===== src/hdl/pqp_pkg.sv =====
package pqp_pkg;

  localparam int unsigned ChanW     = 8;
  localparam int unsigned IdxW      = 2;
  localparam int unsigned NumColors = 4;
  localparam int unsigned NumChans  = 3;
  localparam int unsigned SqW       = 2 * ChanW;
  localparam int unsigned RadW      = SqW + 2;
  localparam int unsigned RootW     = RadW / 2;
  localparam int unsigned RemW      = RootW + 1;
  localparam int unsigned RootSteps = RootW;
  localparam int unsigned StepW     = $clog2(RootSteps);
  localparam int unsigned QueueDepth = 2;
  localparam int unsigned PendW     = 6;
  localparam int unsigned PendCntW  = 2;
  localparam int unsigned ByteW     = 8;

  // channel selectors for the palette lookup
  localparam logic [1:0] ChRed   = 2'd0;
  localparam logic [1:0] ChGreen = 2'd1;
  localparam logic [1:0] ChBlue  = 2'd2;

  localparam logic PalTexture = 1'b0;
  localparam logic PalSprite  = 1'b1;

  typedef struct packed {
    logic [IdxW-1:0] idx;
    logic            last;
  } pqp_entry_t;

  function automatic logic [ChanW-1:0] pal_chan(logic mode, logic [IdxW-1:0] n,
                                                logic [1:0] ch);
    logic [ChanW-1:0] val;
    case (n)
      2'd0: begin
        if (mode == PalSprite) begin
          val = (ch == ChRed) ? 8'd0 : 8'd255;
        end else begin
          val = 8'd191;
        end
      end
      2'd1: val = 8'd255;
      2'd2: val = 8'd0;
      2'd3: val = 8'd127;
      default: val = 8'd0;
    endcase
    return val;
  endfunction

endpackage


===== src/hdl/pqp_front.sv =====
module pqp_front
  import pqp_pkg::*;
(
  input  logic             clk_i,
  input  logic             rst_ni,
  input  logic             palette_mode_i,
  input  logic             in_valid_i,
  output logic             in_ready_o,
  input  logic [ChanW-1:0] red_i,
  input  logic [ChanW-1:0] green_i,
  input  logic [ChanW-1:0] blue_i,
  input  logic             end_of_image_i,
  output logic             push_valid_o,
  input  logic             push_ready_i,
  output pqp_entry_t       push_data_o
);

  typedef enum logic [4:0] {
    F_IDLE = 5'b00001,
    F_SQR  = 5'b00010,
    F_SUM  = 5'b00100,
    F_ROOT = 5'b01000,
    F_PICK = 5'b10000
  } front_state_e;

  front_state_e state_q, state_d;
  logic [StepW-1:0] step_q, step_d;

  logic [ChanW-1:0] pix_q [NumChans];
  logic             last_q;
  logic [SqW-1:0]   sq_q   [NumColors][NumChans];
  logic [SqW-1:0]   sq_d   [NumColors][NumChans];
  logic [RadW-1:0]  rad_q  [NumColors];
  logic [RadW-1:0]  rad_d  [NumColors];
  logic [RemW-1:0]  rem_q  [NumColors];
  logic [RemW-1:0]  rem_d  [NumColors];
  logic [RootW-1:0] root_q [NumColors];
  logic [RootW-1:0] root_d [NumColors];
  logic [IdxW-1:0]  best_idx;

  // squared channel distances for all four colours
  always_comb begin
    logic [ChanW-1:0] pc;
    logic [ChanW-1:0] diff;
    for (int n = 0; n < NumColors; n++) begin
      for (int c = 0; c < NumChans; c++) begin
        pc   = pal_chan(palette_mode_i, IdxW'(n), 2'(c));
        diff = (pc > pix_q[c]) ? pc - pix_q[c] : pix_q[c] - pc;
        sq_d[n][c] = SqW'(diff) * SqW'(diff);
      end
    end
  end

  // one root bit per cycle in every lane
  always_comb begin
    logic [RemW+1:0] rem_pre;
    logic [RemW+1:0] trial;
    for (int n = 0; n < NumColors; n++) begin
      rem_pre = {rem_q[n], rad_q[n][RadW-1 -: 2]};
      trial   = {1'b0, root_q[n], 2'b01};
      rad_d[n] = {rad_q[n][RadW-3:0], 2'b00};
      if (rem_pre >= trial) begin
        rem_d[n]  = RemW'(rem_pre - trial);
        root_d[n] = {root_q[n][RootW-2:0], 1'b1};
      end else begin
        rem_d[n]  = rem_pre[RemW-1:0];
        root_d[n] = {root_q[n][RootW-2:0], 1'b0};
      end
    end
  end

  // lowest index wins on equal roots
  always_comb begin
    logic [RootW-1:0] best_root;
    best_idx  = '0;
    best_root = root_q[0];
    for (int n = 1; n < NumColors; n++) begin
      if (root_q[n] < best_root) begin
        best_idx  = IdxW'(n);
        best_root = root_q[n];
      end
    end
  end

  always_comb begin
    state_d = state_q;
    step_d  = step_q;
    case (state_q)
      F_IDLE: if (in_valid_i) state_d = F_SQR;
      F_SQR:  state_d = F_SUM;
      F_SUM: begin
        state_d = F_ROOT;
        step_d  = '0;
      end
      F_ROOT: begin
        if (step_q == StepW'(RootSteps - 1)) begin
          state_d = F_PICK;
        end else begin
          step_d = step_q + 1'b1;
        end
      end
      F_PICK: if (push_ready_i) state_d = F_IDLE;
      default: state_d = F_IDLE;
    endcase
  end

  always_ff @(posedge clk_i or negedge rst_ni) begin
    if (!rst_ni) begin
      state_q <= F_IDLE;
      step_q  <= '0;
    end else begin
      state_q <= state_d;
      step_q  <= step_d;
    end
  end

  always_ff @(posedge clk_i) begin
    case (state_q)
      F_IDLE: begin
        pix_q[0] <= red_i;
        pix_q[1] <= green_i;
        pix_q[2] <= blue_i;
        last_q   <= end_of_image_i;
      end
      F_SQR: sq_q <= sq_d;
      F_SUM: begin
        for (int n = 0; n < NumColors; n++) begin
          rad_q[n]  <= RadW'(sq_q[n][0]) + RadW'(sq_q[n][1]) + RadW'(sq_q[n][2]);
          rem_q[n]  <= '0;
          root_q[n] <= '0;
        end
      end
      F_ROOT: begin
        rad_q  <= rad_d;
        rem_q  <= rem_d;
        root_q <= root_d;
      end
      default: ;
    endcase
  end

  assign in_ready_o       = (state_q == F_IDLE);
  assign push_valid_o     = (state_q == F_PICK);
  assign push_data_o.idx  = best_idx;
  assign push_data_o.last = last_q;

endmodule


===== src/hdl/pqp_fifo.sv =====
module pqp_fifo
  import pqp_pkg::*;
#(
  parameter int unsigned Depth = QueueDepth
) (
  input  logic       clk_i,
  input  logic       rst_ni,
  input  logic       push_valid_i,
  output logic       push_ready_o,
  input  pqp_entry_t push_data_i,
  output logic       pop_valid_o,
  input  logic       pop_ready_i,
  output pqp_entry_t pop_data_o
);

  localparam int unsigned PtrW = (Depth > 1) ? $clog2(Depth) : 1;
  localparam int unsigned CntW = $clog2(Depth + 1);

  pqp_entry_t mem_q [Depth];
  logic [PtrW-1:0] wr_ptr_q, rd_ptr_q;
  logic [CntW-1:0] cnt_q;
  logic push, pop;

  assign push_ready_o = (cnt_q != CntW'(Depth));
  assign pop_valid_o  = (cnt_q != '0);
  assign push = push_valid_i && push_ready_o;
  assign pop  = pop_valid_o && pop_ready_i;
  assign pop_data_o = mem_q[rd_ptr_q];

  always_ff @(posedge clk_i) begin
    if (push) mem_q[wr_ptr_q] <= push_data_i;
  end

  always_ff @(posedge clk_i or negedge rst_ni) begin
    if (!rst_ni) begin
      wr_ptr_q <= '0;
      rd_ptr_q <= '0;
      cnt_q    <= '0;
    end else begin
      if (push) begin
        wr_ptr_q <= (wr_ptr_q == PtrW'(Depth - 1)) ? '0 : wr_ptr_q + 1'b1;
      end
      if (pop) begin
        rd_ptr_q <= (rd_ptr_q == PtrW'(Depth - 1)) ? '0 : rd_ptr_q + 1'b1;
      end
      if (push && !pop) begin
        cnt_q <= cnt_q + 1'b1;
      end else if (pop && !push) begin
        cnt_q <= cnt_q - 1'b1;
      end
    end
  end

endmodule


===== src/hdl/pqp_back.sv =====
module pqp_back
  import pqp_pkg::*;
(
  input  logic             clk_i,
  input  logic             rst_ni,
  input  logic             pop_valid_i,
  output logic             pop_ready_o,
  input  pqp_entry_t       pop_data_i,
  output logic             out_valid_o,
  input  logic             out_ready_i,
  output logic [ByteW-1:0] packed_byte_o,
  output logic             final_byte_o
);

  logic [PendW-1:0]    pend_bits_q;
  logic [PendCntW-1:0] pend_cnt_q;
  logic                out_valid_q;
  logic [ByteW-1:0]    out_byte_q;
  logic                out_final_q;
  logic                pop;
  logic                emit;
  logic [ByteW-1:0]    byte_new;

  // output slot free or being drained this cycle
  assign pop_ready_o = !out_valid_q || out_ready_i;
  assign pop  = pop_valid_i && pop_ready_o;
  assign byte_new = {2'b00, pend_bits_q}
                  | (ByteW'(pop_data_i.idx) << {pend_cnt_q, 1'b0});
  assign emit = (pend_cnt_q == PendCntW'(3)) || pop_data_i.last;

  always_ff @(posedge clk_i or negedge rst_ni) begin
    if (!rst_ni) begin
      pend_bits_q <= '0;
      pend_cnt_q  <= '0;
      out_valid_q <= 1'b0;
    end else begin
      if (out_ready_i) out_valid_q <= 1'b0;
      if (pop) begin
        if (emit) begin
          out_valid_q <= 1'b1;
          pend_bits_q <= '0;
          pend_cnt_q  <= '0;
        end else begin
          pend_bits_q <= byte_new[PendW-1:0];
          pend_cnt_q  <= pend_cnt_q + 1'b1;
        end
      end
    end
  end

  always_ff @(posedge clk_i) begin
    if (pop && emit) begin
      out_byte_q  <= byte_new;
      out_final_q <= pop_data_i.last;
    end
  end

  assign out_valid_o   = out_valid_q;
  assign packed_byte_o = out_byte_q;
  assign final_byte_o  = out_final_q;

endmodule


===== src/hdl/palette_quantize_pack_2bpp.sv =====
// Nearest-palette quantiser with 2 bit per pixel packing.
// Input channel (in_valid_i / in_ready_o): one RGB pixel per item plus an
// end_of_image_i flag on the last pixel of an image. Output channel
// (out_valid_o / out_ready_i): one packed byte, first pixel in bits 1:0, with
// final_byte_o set on the last byte of the image; a partial byte at the end
// of an image is zero-padded. Every fourth pixel and every end-of-image pixel
// yields a byte, other pixels yield nothing.
// cfg_we_i / cfg_data_i write palette_mode: 0 texture, 1 sprite palette.
// Write it only while the block is idle.
// The classifier takes a new pixel only once it is done with the last one: it
// squares the channel distances, sums them, runs a bit-serial square root,
// picks the nearest colour and then goes idle to take the next pixel.
// A byte passes from the classifier through the queue and the packer into
// the output register.
// A queue of QueueDepth entries lets the classifier keep going while the
// receiver stalls; once it is full the classifier holds and in_ready_o stays
// low. Reset clears the packer, the queue and the output valid flag and
// selects the texture palette.
module palette_quantize_pack_2bpp
  import pqp_pkg::*;
#(
  parameter int unsigned QDepth = QueueDepth
) (
  input  logic             clk_i,
  input  logic             rst_ni,
  input  logic             cfg_we_i,
  input  logic             cfg_data_i,
  input  logic             in_valid_i,
  output logic             in_ready_o,
  input  logic [ChanW-1:0] red_i,
  input  logic [ChanW-1:0] green_i,
  input  logic [ChanW-1:0] blue_i,
  input  logic             end_of_image_i,
  output logic             out_valid_o,
  input  logic             out_ready_i,
  output logic [ByteW-1:0] packed_byte_o,
  output logic             final_byte_o
);

  logic       palette_mode_q;
  logic       push_valid, push_ready;
  pqp_entry_t push_data;
  logic       pop_valid, pop_ready;
  pqp_entry_t pop_data;

  always_ff @(posedge clk_i or negedge rst_ni) begin
    if (!rst_ni) begin
      palette_mode_q <= PalTexture;
    end else if (cfg_we_i) begin
      palette_mode_q <= cfg_data_i;
    end
  end

  pqp_front u_front (
    .clk_i          (clk_i),
    .rst_ni         (rst_ni),
    .palette_mode_i (palette_mode_q),
    .in_valid_i     (in_valid_i),
    .in_ready_o     (in_ready_o),
    .red_i          (red_i),
    .green_i        (green_i),
    .blue_i         (blue_i),
    .end_of_image_i (end_of_image_i),
    .push_valid_o   (push_valid),
    .push_ready_i   (push_ready),
    .push_data_o    (push_data)
  );

  pqp_fifo #(
    .Depth (QDepth)
  ) u_fifo (
    .clk_i        (clk_i),
    .rst_ni       (rst_ni),
    .push_valid_i (push_valid),
    .push_ready_o (push_ready),
    .push_data_i  (push_data),
    .pop_valid_o  (pop_valid),
    .pop_ready_i  (pop_ready),
    .pop_data_o   (pop_data)
  );

  pqp_back u_back (
    .clk_i         (clk_i),
    .rst_ni        (rst_ni),
    .pop_valid_i   (pop_valid),
    .pop_ready_o   (pop_ready),
    .pop_data_i    (pop_data),
    .out_valid_o   (out_valid_o),
    .out_ready_i   (out_ready_i),
    .packed_byte_o (packed_byte_o),
    .final_byte_o  (final_byte_o)
  );

endmodule


===== config.mk =====
export PLATFORM = sky130hd
export DESIGN_NAME = palette_quantize_pack_2bpp
export DESIGN_NICKNAME = d
export VERILOG_FILES = /design/src/hdl/pqp_pkg.sv /design/src/hdl/pqp_front.sv /design/src/hdl/pqp_fifo.sv /design/src/hdl/pqp_back.sv /design/src/hdl/palette_quantize_pack_2bpp.sv
export SDC_FILE = /design/constraint.sdc
export NUM_CORES = 2
export LEC_CHECK = 0
export BUFFER_PORTS_ARGS = -buffer_cell sky130_fd_sc_hd__buf_2
export CAP_MARGIN = 10
export CORE_AREA = 3 3 513 261
export DETAILED_ROUTE_END_ITERATION = 10
export DIE_AREA = 0 0 516 264
export HOLD_SLACK_MARGIN = 0.03
export PLACE_DENSITY = 0.53
export SLEW_MARGIN = 20
export SYNTH_ARGS = -nofsm -noshare
export SYNTH_HDL_FRONTEND = slang
export SYNTH_HIERARCHICAL = 1
export SYNTH_SLANG_ARGS = --single-unit

===== constraint.sdc =====
create_clock -name clk_i -period 31 [get_ports clk_i]
set_clock_uncertainty 0.2 [all_clocks]
set_input_delay 6.2 -clock clk_i [delete_from_list [all_inputs] [get_ports clk_i]]
set_output_delay 6.2 -clock clk_i [all_outputs]
set_load 0.02 [all_outputs]

# == After elaboration in Yosys (flattened, before gate mapping) ==
# Memory sizes are Yosys's and may differ from the RTL's.
# Cells that the tools add are included.
# classes
add_sub_neg,39
mul,12
n_lt_le_gt_ge,19
n_eq_ne,12
shifts,1
muxes,49
n_bitwise,1
reduce_logical,15
# ops
operator,count
$mul 8x8->16,12
$pmux 72 s2,1
$mux 8,13
$pmux 40 s2,1
$add 18x16->18,4
$pmux 36 s2,1
$add 16x16->17,4
$ge 12x11->1,4
$sub 8x8->8,6
$mux 10,4
$sub 10x10->10,4
$lt 9x9->1,3
$pmux 5 s5,1
$gt 1x8->1 const A,3
$gt 7x8->1 const A,3
$gt 8x8->1,3
$gt 8x8->1 const A,3
$sub 1x8->8 const A,3
$sub 7x8->8 const A,3
$sub 8x7->8 const B,3
$sub 8x8->8 const A,3
$sub 8x8->8 const B,3
$mux 9,2
$mux 5,3
27 further kinds,58
# word_totals
ff_bits,373
ramBits,30
in_bits,31
elab_cells,186
n_memories,2
# memory_table
name,words,word_bits,read_ports,rd_clocked_by_memory_dff,write_ports,line,source
u_front.pix_q,3,8,3,0,3,pqp_front.sv:29,logic [ChanW-1:0] pix_q [NumChans];
u_fifo.mem_q,2,3,1,0,1,pqp_fifo.sv:19,pqp_entry_t mem_q [Depth];

# == Depth between registers and ports, before layout ==
# depth
ltp_word,6
depth_mapped,29
mapped_depth_nobuf,26

# == Cells and area by module ==
# Netlist, hierarchy kept.
# modules_own_cells
mod,instances,cells_per_inst,area_each_um2
pqp_front,1,3759,37624.8
pqp_back,1,58,762.0
pqp_fifo,1,27,425.4
palette_quantize_pack_2bpp,1,2,40.0

# == Least setup slack after synthesis ==
# Ideal clock, no wire load.
# synth_timing
path_type,reg2reg
startpoint,reg u_front.state_q[4]
endpoint,reg u_front.state_q[0]
setup_ns,0.100
t_arrival_ns,14.100
setup_slack_ns,16.600
path_stages_with_launch,5
period_less_slack_ns,14.400
cell_sequence,dfrtp_1 > or3_1 > nor3b_1 > or4_1 > o21ai_0
# synth_between
elab_chain_len,3
word_cells_on_any_way,10
classes_between,eq/ne (8); mux (1); reduce/logical (1)
# synth_lines
item,line,source
"start, declared",pqp_front.sv:26,"front_state_e state_q, state_d;"
"start signal, assigned",pqp_front.sv:112,state_q <= state_d;
$eq 5x5->1 (tied with other cells),pqp_front.sv:88,case (state_q)
$ne 2x2->1 (no line) or $ne 2x1->1 (tied branches),--,
$reduce_and 3->1 (no line),--,
# Several ways; a longest one is shown, not always the timed one.
# A chain may end at the register's enable or synchronous reset.

# == Worst setup path after layout ==
# layout_timing
startpoint,reg u_front.state_q[1]
endpoint,out in_ready_o
# layout_between
elab_chain_len,1
# layout_lines
item,line,source
$eq 5x1->1,pqp_front.sv:142,assign in_ready_o = (state_q == F_IDLE);
"end, declared",palette_quantize_pack_2bpp.sv:29,"output logic in_ready_o,"
# Every way passes these cells.

==> run metrics <==
status finished, final reports clean; Via Count approximately 26000; core area 129000 sq um; met3 Usage GRT 1.27%; synth-to-layout area growth 9.97%; CP Data Required Time approximately 25 ns; number of flops mapped to enable cells by yosys 355; DRT antenna net count 0; clk root buf clkbuf_16; PostCTS Resize Cnt 0; met1 Use GR a little under a fifth; layout cells sized above 1 approximately 5.9%; grt ovf 0; min-delay worst type reg2reg; GR Util All Layers between 10% and 20%; initial antenna violation count 6; CTS tree yes; vias in the first global route approximately 27000; Residual DRC 0; Die W 516 microns; Die ar. about 140000 sq um; Final Slew Violations 0; most common cell after layout, fill and taps aside inv_1; DR vias/cell about 4.6; Final setup viols 0; sequential cell area fraction in the yosys report ~29%; I/O Pins 42; most frequent cells in the layout 595 x inv_1, 494 x ha_1, 421 x nor2_1; crit path time final ~8.3 ns; Crit Path Class reg2out; Clock Tree Buf Depth 3; Top FF cell, synth edfxtp_1; Max Clk Rate between 0.1 and 0.15 GHz; Mapped Cells approximately 3800; clock sink total 378; startpoint class of the critical path flop; setup TNS 0 ns; largest net degree at the start of global routing roughly 170; Avg WL per Cell 16.0 microns; unrepaired setup endpoints after global routing no; YS warnings 6; global-route track usage on met2 22.5%; Initial Util approximately 30%; GRT Max-Usage Layer met2; Syn Std Cell Area just under 40000 sq um; worst-path fanout max 7; Final Hold Fails 0; row cnt a little over 90; DRT Wirelength ~91000 microns; clock-pin slew on the worst setup and hold paths around 0.06 ns; max cap viols 0; clk_lat worst skew ~0.6 ns; H-tree Lvls 2; Critical Path AT 1.87 ns; gpl congestion around 0.86; Crit. End Element primary output; period utilization between 20% and 30%; DRT iter0 DRCs 1527; count of cell types in the netlist 90; Least-Margin Pin Slew ~1.1 ns; TritonCTS Buffers 45; IO buf count between 40 and 50; FFs w/ async S/R, synth under 10%; nets@finish roughly 4800; ant diodes 0; Slew HR roughly 28%; hpwl dp 72000 microns; DRT Pass-1 Iters 5; Post-Syn Area per Cell 10.1 sq um; number of synthesized register bits between 300 and 400; # hold bufs at CTS 0; Die H approximately 260 microns; # Post-CTS Setup Buffers 0; first-pass GRT wire length 148000 microns
## state kept, by name (all words and copies together), names as in the netlist, 5 cells and up
signal / count
u_back/packed_byte_o: 8
u_back/pend_bits_q: 6
u_fifo/mem_q: 6
u_front/pix_q: 24
u_front/rad_d: 61
u_front/rad_q: 8
u_front/rem_q: 40
u_front/root_q: 36
u_front/sq_q: 170
u_front/state_q: 5
## cells in the mapped netlist, drive strengths merged (37+ instances only)
cell type	count	area, sq um
a21o	79	593
a21oi	195	991
clkbuf	59	221
edfxtp	355	10700
fa	365	7310
ha	494	6180
inv	599	2250
mux2i	37	370
nand2	214	813
nand2b	54	345
nand3	42	215
nor2	422	1590
nor3	53	277
o21ai	136	681
or2	39	246
xnor2	219	1960
xor2	88	778
## final timing paths
kind                       cells past startpoint  slack (ns)                           start                           endpoint
max in group asynchronous                      1       24.67                          rst_ni         palette_mode_q$_DFFE_PN0P_
setup / recovery                               4       22.73  u_front/state_q[1]$_DFFE_PN0P_                         in_ready_o
hold / removal                                 1        0.30     u_fifo/wr_ptr_q$_DFFE_PN0P_        u_fifo/wr_ptr_q$_DFFE_PN0P_
hold reg to reg                                1        0.30     u_fifo/wr_ptr_q$_DFFE_PN0P_        u_fifo/wr_ptr_q$_DFFE_PN0P_
min in group asynchronous                      1        5.46                          rst_ni  u_back/pend_bits_q[3]$_DFFE_PN0N_
setup reg to reg                              23       23.00   u_front/pix_q[0][0]$_DFFE_PP_        u_front/sq_q[191]$_DFFE_PP_
## critical path, stage by stage (launching register included)
cell and delay, ns:
dfrtp_1 0.43, nor4_1 0.36, nand2_1 0.15, inv_2 0.16
buf_2 0.19
## cells by family after synthesis
kind of cell               synth area share (%)
AOI/OAI and AO/OA                          9.66
DFF                                        28.9
adders and majority gates                  34.7
and+or+nand+nor                            11.5
other                                    0.0193
xor gates and xnor gates                   7.06
muxes                                      1.32
buffers and inverters                      6.80
## cell type report
cell class	instances	area, sq um
fill	13100	86200
clock inverter	32	385
timing repair buffer	63	383
sequential	378	11200
tap	1710	2140
clock buffer	52	1170
inverter	606	2280
multi-input combinational	2811	25100
## stage by stage
| stage | area [sq um] | worst slack, ns | hold slack (ns) | util (%) | std cells |
|---|---|---|---|---|---|
| finish | 42700 | 22.73 | 0.297 | 33.1 | 5652 |
| global route | 42700 | 22.43 | 0.323 | 33.1 | 5652 |
| CTS | 42700 | 22.67 | 0.296 | 33.1 | 5652 |
| detailed placement | 41200 | 23.03 | 0.283 | 31.9 | 5568 |
| global placement | 41200 | 23.19 | 0.282 | 31.9 | 5568 |
| floorplan | 39000 | 16.60 | 0.260 | - | 3880 |
## layer usage
| layer | vias to the layer above | share of wire, % |
|---|---|---|
| met5 | - | 0 |
| met4 | 0 | 2.4 |
| met3 | 87 | 3.1 |
| met2 | 345 | 47 |
| met1 | 12800 | 48 |
| li1 | 12900 | - |
Power is not shown: default switching activity piles up to over one toggle a cycle in this logic, so the estimate is an artifact.
